===== src/shortest_path_count_max_weight_assert.svh =====
// Assertion macros for the shortest path counter.
// Depends on a clock named clk and a reset named rst in the including scope.
`ifndef SHORTEST_PATH_COUNT_MAX_WEIGHT_ASSERT_SVH
`define SHORTEST_PATH_COUNT_MAX_WEIGHT_ASSERT_SVH

// Check that a condition implies another in the same cycle.
`define SPCMW_ASSERT_NOW(lbl, ante, cons, msg) \
  lbl: assert property (@(posedge clk) disable iff (rst) (ante) |-> (cons)) else $error(msg);

// Check that a condition implies another in the next cycle.
`define SPCMW_ASSERT_NEXT(lbl, ante, cons, msg) \
  lbl: assert property (@(posedge clk) disable iff (rst) (ante) |=> (cons)) else $error(msg);

`endif


===== src/spcmw_pkg.sv =====
// Shared constants and control types for the shortest path counter.
// No dependencies.
`timescale 1ns / 1ps
`default_nettype none
package spcmw_pkg;
  localparam int MAX_NODES_DEF = 64;
  localparam int DIST_W = 32;
  localparam int CNT_W  = 32;
  localparam int SUM_W  = 24;
  localparam int NW_W   = 10;
  localparam int COST_W = 16;
  localparam int ADJ_W  = COST_W + 1;
  localparam int NODE_W = 6;
  localparam int NCNT_W = 7;
  localparam int CFG_IDX_W = 2;
  localparam int CFG_DATA_W = 7;

  localparam logic [1:0] OP_WEIGHT = 2'd0;
  localparam logic [1:0] OP_EDGE   = 2'd1;
  localparam logic [1:0] OP_START  = 2'd2;

  localparam logic [CFG_IDX_W-1:0] REG_NODE_COUNT = 2'd0;
  localparam logic [CFG_IDX_W-1:0] REG_SOURCE     = 2'd1;
  localparam logic [CFG_IDX_W-1:0] REG_TARGET     = 2'd2;

  localparam logic [NCNT_W-1:0] NODE_COUNT_RST = 7'd64;

  typedef struct packed {
    logic clr;
    logic accept;
    logic init0;
    logic init1;
    logic sel;
    logic pick;
    logic loadu;
    logic relax;
    logic out_load;
    logic out_zero;
  } cmd_t;

  typedef struct packed {
    logic clr_last;
    logic bad;
    logic drained;
    logic found;
    logic out_free;
  } status_t;
endpackage
`default_nettype wire


===== src/spcmw_ctrl.sv =====
// Controller: sequences clearing, loads and the search passes.
// Depends on spcmw_pkg.
`timescale 1ns / 1ps
`default_nettype none
module spcmw_ctrl import spcmw_pkg::*; (
  input  wire logic       clk,
  input  wire logic       rst,
  input  wire logic       in_valid,
  input  wire logic [1:0] opcode,
  output logic            in_ready,
  output cmd_t            cmd,
  input  wire status_t    stat
);
  localparam logic [3:0] S_CLEAR = 4'd0;
  localparam logic [3:0] S_IDLE  = 4'd1;
  localparam logic [3:0] S_INIT0 = 4'd2;
  localparam logic [3:0] S_INIT1 = 4'd3;
  localparam logic [3:0] S_SEL   = 4'd4;
  localparam logic [3:0] S_PICK  = 4'd5;
  localparam logic [3:0] S_LOADU = 4'd6;
  localparam logic [3:0] S_RELAX = 4'd7;
  localparam logic [3:0] S_TGT   = 4'd8;
  localparam logic [3:0] S_OUT   = 4'd9;

  logic [3:0] state, state_next;
  logic zero_flag, zero_flag_next;
  logic start;

  assign in_ready = (state == S_IDLE);
  assign start = in_valid && in_ready && (opcode == OP_START);

  // Next state and commands
  always_comb begin
    state_next     = state;
    zero_flag_next = zero_flag;
    cmd            = '0;
    cmd.accept     = in_valid && in_ready;
    unique case (state)
      S_CLEAR: begin
        cmd.clr = 1'b1;
        if (stat.clr_last) state_next = S_IDLE;
      end
      S_IDLE: begin
        if (start) begin
          zero_flag_next = stat.bad;
          state_next = stat.bad ? S_TGT : S_INIT0;
        end
      end
      S_INIT0: begin
        cmd.init0 = 1'b1;
        state_next = S_INIT1;
      end
      S_INIT1: begin
        cmd.init1 = 1'b1;
        state_next = S_SEL;
      end
      S_SEL: begin
        cmd.sel = 1'b1;
        if (stat.drained) state_next = S_PICK;
      end
      S_PICK: begin
        if (stat.found) begin
          cmd.pick = 1'b1;
          state_next = S_LOADU;
        end else begin
          state_next = S_TGT;
        end
      end
      S_LOADU: begin
        cmd.loadu = 1'b1;
        state_next = S_RELAX;
      end
      S_RELAX: begin
        cmd.relax = 1'b1;
        if (stat.drained) state_next = S_SEL;
      end
      S_TGT: state_next = S_OUT;
      S_OUT: begin
        if (stat.out_free) begin
          cmd.out_load = 1'b1;
          cmd.out_zero = zero_flag;
          state_next = S_IDLE;
        end
      end
      default: state_next = S_IDLE;
    endcase
  end

  always_ff @(posedge clk) begin
    if (rst) begin
      state     <= S_CLEAR;
      zero_flag <= 1'b0;
    end else begin
      state     <= state_next;
      zero_flag <= zero_flag_next;
    end
  end
endmodule
`default_nettype wire


===== config.mk =====
export PLATFORM = sky130hd
export DESIGN_NAME = spcmw_ctrl
export DESIGN_NICKNAME = d
export VERILOG_FILES = /design/src/shortest_path_count_max_weight_assert.svh /design/src/spcmw_pkg.sv /design/src/spcmw_ctrl.sv
export SDC_FILE = /design/constraint.sdc
export NUM_CORES = 1
export LEC_CHECK = 0
export ABC_AREA = 1
export BUFFER_PORTS_ARGS = -buffer_cell sky130_fd_sc_hd__buf_4
export CORE_AREA = 3 3 40 42
export DETAILED_ROUTE_END_ITERATION = 7
export DIE_AREA = 0 0 43 45
export PLACE_DENSITY = 0.72
export SYNTH_ARGS = -nofsm -noshare
export SYNTH_HDL_FRONTEND = slang
export SYNTH_SLANG_ARGS = --single-unit

===== constraint.sdc =====
create_clock -name clk -period 1.3 [get_ports clk]
set_input_delay 0.195 -clock clk [delete_from_list [all_inputs] [get_ports clk]]
set_output_delay 0.195 -clock clk [all_outputs]
set_load 0.005 [all_outputs]

**Word level (Yosys, flattened, before mapping)**

Cells that the tools add are included.

- Register bits: 5
- Bits in latches: 0
- RAM bits: 0
- ROM bits: 0
- Bits of input ports: 10
- Word-level logic and storage cells: 40
- Memories kept: 0

- Add/sub/neg operators: 0
- Multiply operators: 0
- Divide/modulo/power cells: 0
- Magnitude comparators: 0
- Equality and inequality tests: 15
- Shifts and indexed selects: 0
- Mux-type cells: 18
- Bitwise operators: 0
- Reduce and logical (&&, ||, !) cells: 5

Operators by type and width:

| kind | number |
|---|---|
| $pmux 4 s10 | 1 |
| $mux 4 | 7 |
| $eq 4x3->1 const B | 4 |
| $eq 4x2->1 const B | 2 |
| $eq 4x4->1 const B | 2 |
| $mux 1 | 8 |
| $ne 2x2->1 const B | 4 |
| $reduce_and 5->1 | 1 |
| $eq 4x1->1 const B | 1 |
| $logic_not 4->1 | 1 |
| $mux 2 | 2 |
| $eq 2x2->1 const B | 1 |
| $logic_and 1x1->1 | 2 |
| $ne 2x1->1 const B | 1 |
| $reduce_and 2->1 | 1 |

**Longest topological paths before layout**

- Depth in word-level cells: 5
- Gate-level depth with buffers: 8
- Depth with buffers taken out: 8

**Least setup slack after synthesis**

Ideal clock, no wire load.

- Path kind: register to register
- Start point: reg state[2]
- End point: reg state[1]
- Setup time: 0.115 ns
- Data arrival time: 0.997 ns
- Setup slack: 0.188 ns
- Cell stages (with the launch flop): 7
- Buffers on the path: 0
- Clock period less this slack: 1.112 ns
- Path through: dfxtp_1 nor2_2 nand2_2 clkinv_2 o31ai_4 a21oi_1 nor2_1

- Word-level cells in the longest chain between the ends: 5
- Elaborated cells on any way between the ends: 19
- Classes of those cells: 14 x eq/ne; 1 x mux; 4 x reduce/logical

Ends and longest elaborated chain:

| item | RTL line | RTL |
|---|---|---|
| start: declaration | spcmw_ctrl.sv:25 | `logic [3:0] state, state_next;` |
| start signal: assignment | spcmw_ctrl.sv:94 | `state <= state_next;` |
| $eq 4x1->1 * | spcmw_ctrl.sv:29 | `assign in_ready = (state == S_IDLE);` |
| named net in_ready | spcmw_ctrl.sv:10 | `output logic in_ready,` |
| $logic_and 1x1->1 (2 in a row) | spcmw_ctrl.sv:30 | `assign start = in_valid && in_ready && (opcode == OP_START);` |
| $ne 2x1->1 (no line) | - |  |
| $reduce_and 5->1 (no line) | - |  |

The timed path passes the listed nets; every way through them passes the cells marked *.
A chain may end at the register's enable or synchronous reset.

==> key figures <==
Power and ir drop
  – PwrDens: between 1500 and 2000 nW/um^2
  – Worst vdd ir: 715 uV
  – Pleak: 0.404 nW

STA
  – Min Hold Slack: 135 ps
  – # setup viols final: 5
  – Peak Freq: 746 MHz
  – Final worst path period need: around 1300 ps
  – Max_slew headroom: around three quarters
  – Final hold vios: 0
  – Fin worst setup slack: -40.1 ps
  – Post-route setup TNS: -115 ps
  – Layout Skew: 7.05 ps
  – Period utilization: 103%
  – Final slew viol count: 0
  – RSZ-0062 raised after global routing: yes
  – Worst slew pin tran: 343 ps

Floorplan
  – Chip width: 43 um
  – Core ar.: approximately 1300 um^2
  – Initial core utilization: 36.4%
  – Io pins: 21
  – Die Footprint: 1940 um^2
  – Height of the die: 45 um
  – Row cnt: 13

Yosys
  – Synth top area cells: dfxtp_1 (21%), nor2_1 (11%), inv_1 (10%)
  – Net Count, Synth: 84
  – Largest area contributor in the netlist: dfxtp_1
  – Post-Syn Area per Cell: 6.32 um^2
  – Yosys top cell area share: 21.4%
  – Synth cell types: 19
  – Synthesized cell area: 468 um^2
  – Synth Warn #: 0
  – Register area share after synthesis: 21.4%
  – Gate Count Post-Synth: 74
  – FF+latch count, synth: 5

Drt
  – Residual DRC count: 0
  – Antenna Nets Post-Route: 0
  – Initial DRC Count: 11
  – Vias per inst: between 4 and 5
  – Initial DRT Pass Iterations: 4
  – DR vias: ~560
  – Wire per inst: 10.8 um
  – Wirelength, routed: 1290 um

Global routing
  – Largest net degree at the start of global routing: 7
  – Global-route wire length before repair: 1820 um
  – Total global routing overflow: 0
  – Antenna violations before repair: 0
  – Gr usage total: 12.2%
  – Vias in the first global route: 486

Run status
  – Outcome: finished with violations
  – Violated checks: negative setup slack

Setup path
  – Setup crit start kind: flop
  – Worst Setup EP: cmd[8]
  – Worst-path cell chain: inv_4 -> nor2_4 -> nand2_2 -> nor2_2 -> buf_4
  – Slowest cell on crit path: dfxtp_4
  – Buf/Inv on CP: 2
  – Crit path from: state[0]
  – Worst flop-to-flop path endpoint: state[1]
  – Beginning of the worst register-to-register path: state[0]
  – Cells on worst reg2reg path: 8
  – Crit Path Category: flop to primary output
  – Top Family by Delay on Critical Path: flip-flops
  – Crit path required time: roughly 1100 ps
  – Flop-to-flop setup slack: 40 ps
  – CP Depth: 5
  – Max FO, Critical Path: 6
  – Crit path DAT: around 1200 ps
  – Slowest stage delay, CP: roughly 370 ps
  – Crit. End Element: primary output

Worst hold path
  – Worst hold path class: primary input to flop

Clock tree
  – CTS Sinks: 5
  – Clock tree buffer depth: 2
  – Clk pin slew, worst setup/hold paths: 50 ps
  – CTS tree: done
  – CTS root buffer: clkbuf_4
  – Later-pin clock latency in the skew report: 250 ps
  – H-tree depth: 1
  – CTS Buf Count: 3

Placement
  – Gpl congestion: 0.753
  – Pre-CTS setup slack: approximately 57 ps
  – Final HPWL DP: 915 um
  – Port Buffers: 20
  – Dpl cells: 109

Finish
  – Area growth, synth to finish: 65.2%
  – Share of cells above drive strength 1: 60.6%
  – Post-Layout Cell Count: 119
  – Final core utilization: between 60% and 70%
  – Final net count: ~120
  – Antenna diodes: 0

Flow run
  – Max Cap Viol: 0
==> cells by family (layout without fill, tap and decap cells) <==
| kind of cell | Yosys count | after routing | synth area share (%) |
|---|---|---|---|
| flip-flops | 5 | 5 | 21.4 |
| AND/OR/NAND/NOR | 49 | 49 | 57.2 |
| buffers and inverters | 17 | 47 | 13.9 |
| AO/OA/AOI/OAI | 3 | 3 | 7.49 |
==> where the power goes <==
group | leakage [nW] | switching (W) | total [W] | internal, W
clock network | 0.0150 | 0.0000678 | 0.000184 | 0.000116
registers | 0.0434 | 0.0000745 | 0.000285 | 0.000211
logic | 0.346 | 0.000426 | 0.000814 | 0.000388
total | 0.404 | 0.000569 | 0.00128 | 0.000715
==> state kept, by name, indices dropped and copies added, names as in the netlist <==
| name | flops |
|---|---|
| state | 4 |
| zero_flag | 1 |
==> per-stage QoR <==
step                total power (W)  area [um^2]
floorplan                  0.000668          468
global placement           0.000860          637
detailed placement         0.000866          637
CTS                         0.00117          709
global route                0.00138          773
finish                      0.00128          773
==> placed cells by master, fill, tap and decap left out, types with 4 or more instances in the layout <==
cell     netlist  layout
nor2_2         2       5
nand3_2        2       4
buf_4          0      25
nand2_2        3       4
nor2_4         3       6
inv_2          3       4
nand2_1       11      10
nor2_1        14       8
inv_1         13      11
nand3_1        9       7
==> worst reg2reg max path, stage by stage (launching register included) <==
cell and delay [ps]:
dfxtp_4 370, inv_4 40, nor2_4 170, nand2_2 110, clkinv_2 70, buf_4 110, o31ai_4 80, a21oi_2 140
nor2_1 50
==> what timing repair did <==
item                                   CTS  global route
gates resized for setup                  7            17
setup endpoints to repair               11            14
pin swaps                                2             3
setup buffers                            4             2
hold buffers                             0             0
endpoints found under the hold margin    0             0
==> cells in the mapped netlist, drive strengths merged <==
| cell type | instances |
|---|---|
| a21oi | 2 |
| clkinv | 1 |
| dfxtp | 5 |
| inv | 16 |
| nand2 | 14 |
| nand3 | 11 |
| nand3b | 2 |
| nand4 | 1 |
| nor2 | 19 |
| nor4 | 2 |
| o31ai | 1 |
==> layout make-up <==
cell class                 instances  area (um^2)
inverter                          17         67.6
clock buffer                       4         26.3
multi-input combinational         52          349
timing repair buffer              26          199
fill                             123          512
tap                               15         18.8
sequential                         5          113
==> metal layers <==
| layer | track usage [%] | wire length (um) | up-vias |
|---|---|---|---|
| met1 | 13.5 | 579 | 258 |
| met4 | 5.42 | 5 | 0 |
| met3 | 2.79 | 57 | 2 |
| met2 | 22.5 | 647 | 12 |
| met5 | 0 | 0 | - |
| li1 | - | - | 292 |
==> worst min path at each step <==
stage          startpoint       end  slack, ps  cells after the start
2_1_floorplan         rst  state[3]        260                      1
3_3_place_gp          rst  state[3]        380                      2
3_5_place_dp          rst  state[3]        380                      2
4_1_cts               rst  state[3]        120                      2
5_1_grt               rst  state[3]        140                      2
6_report              rst  state[3]        130                      2
Note: power is estimated with default switching activity, not from simulation.
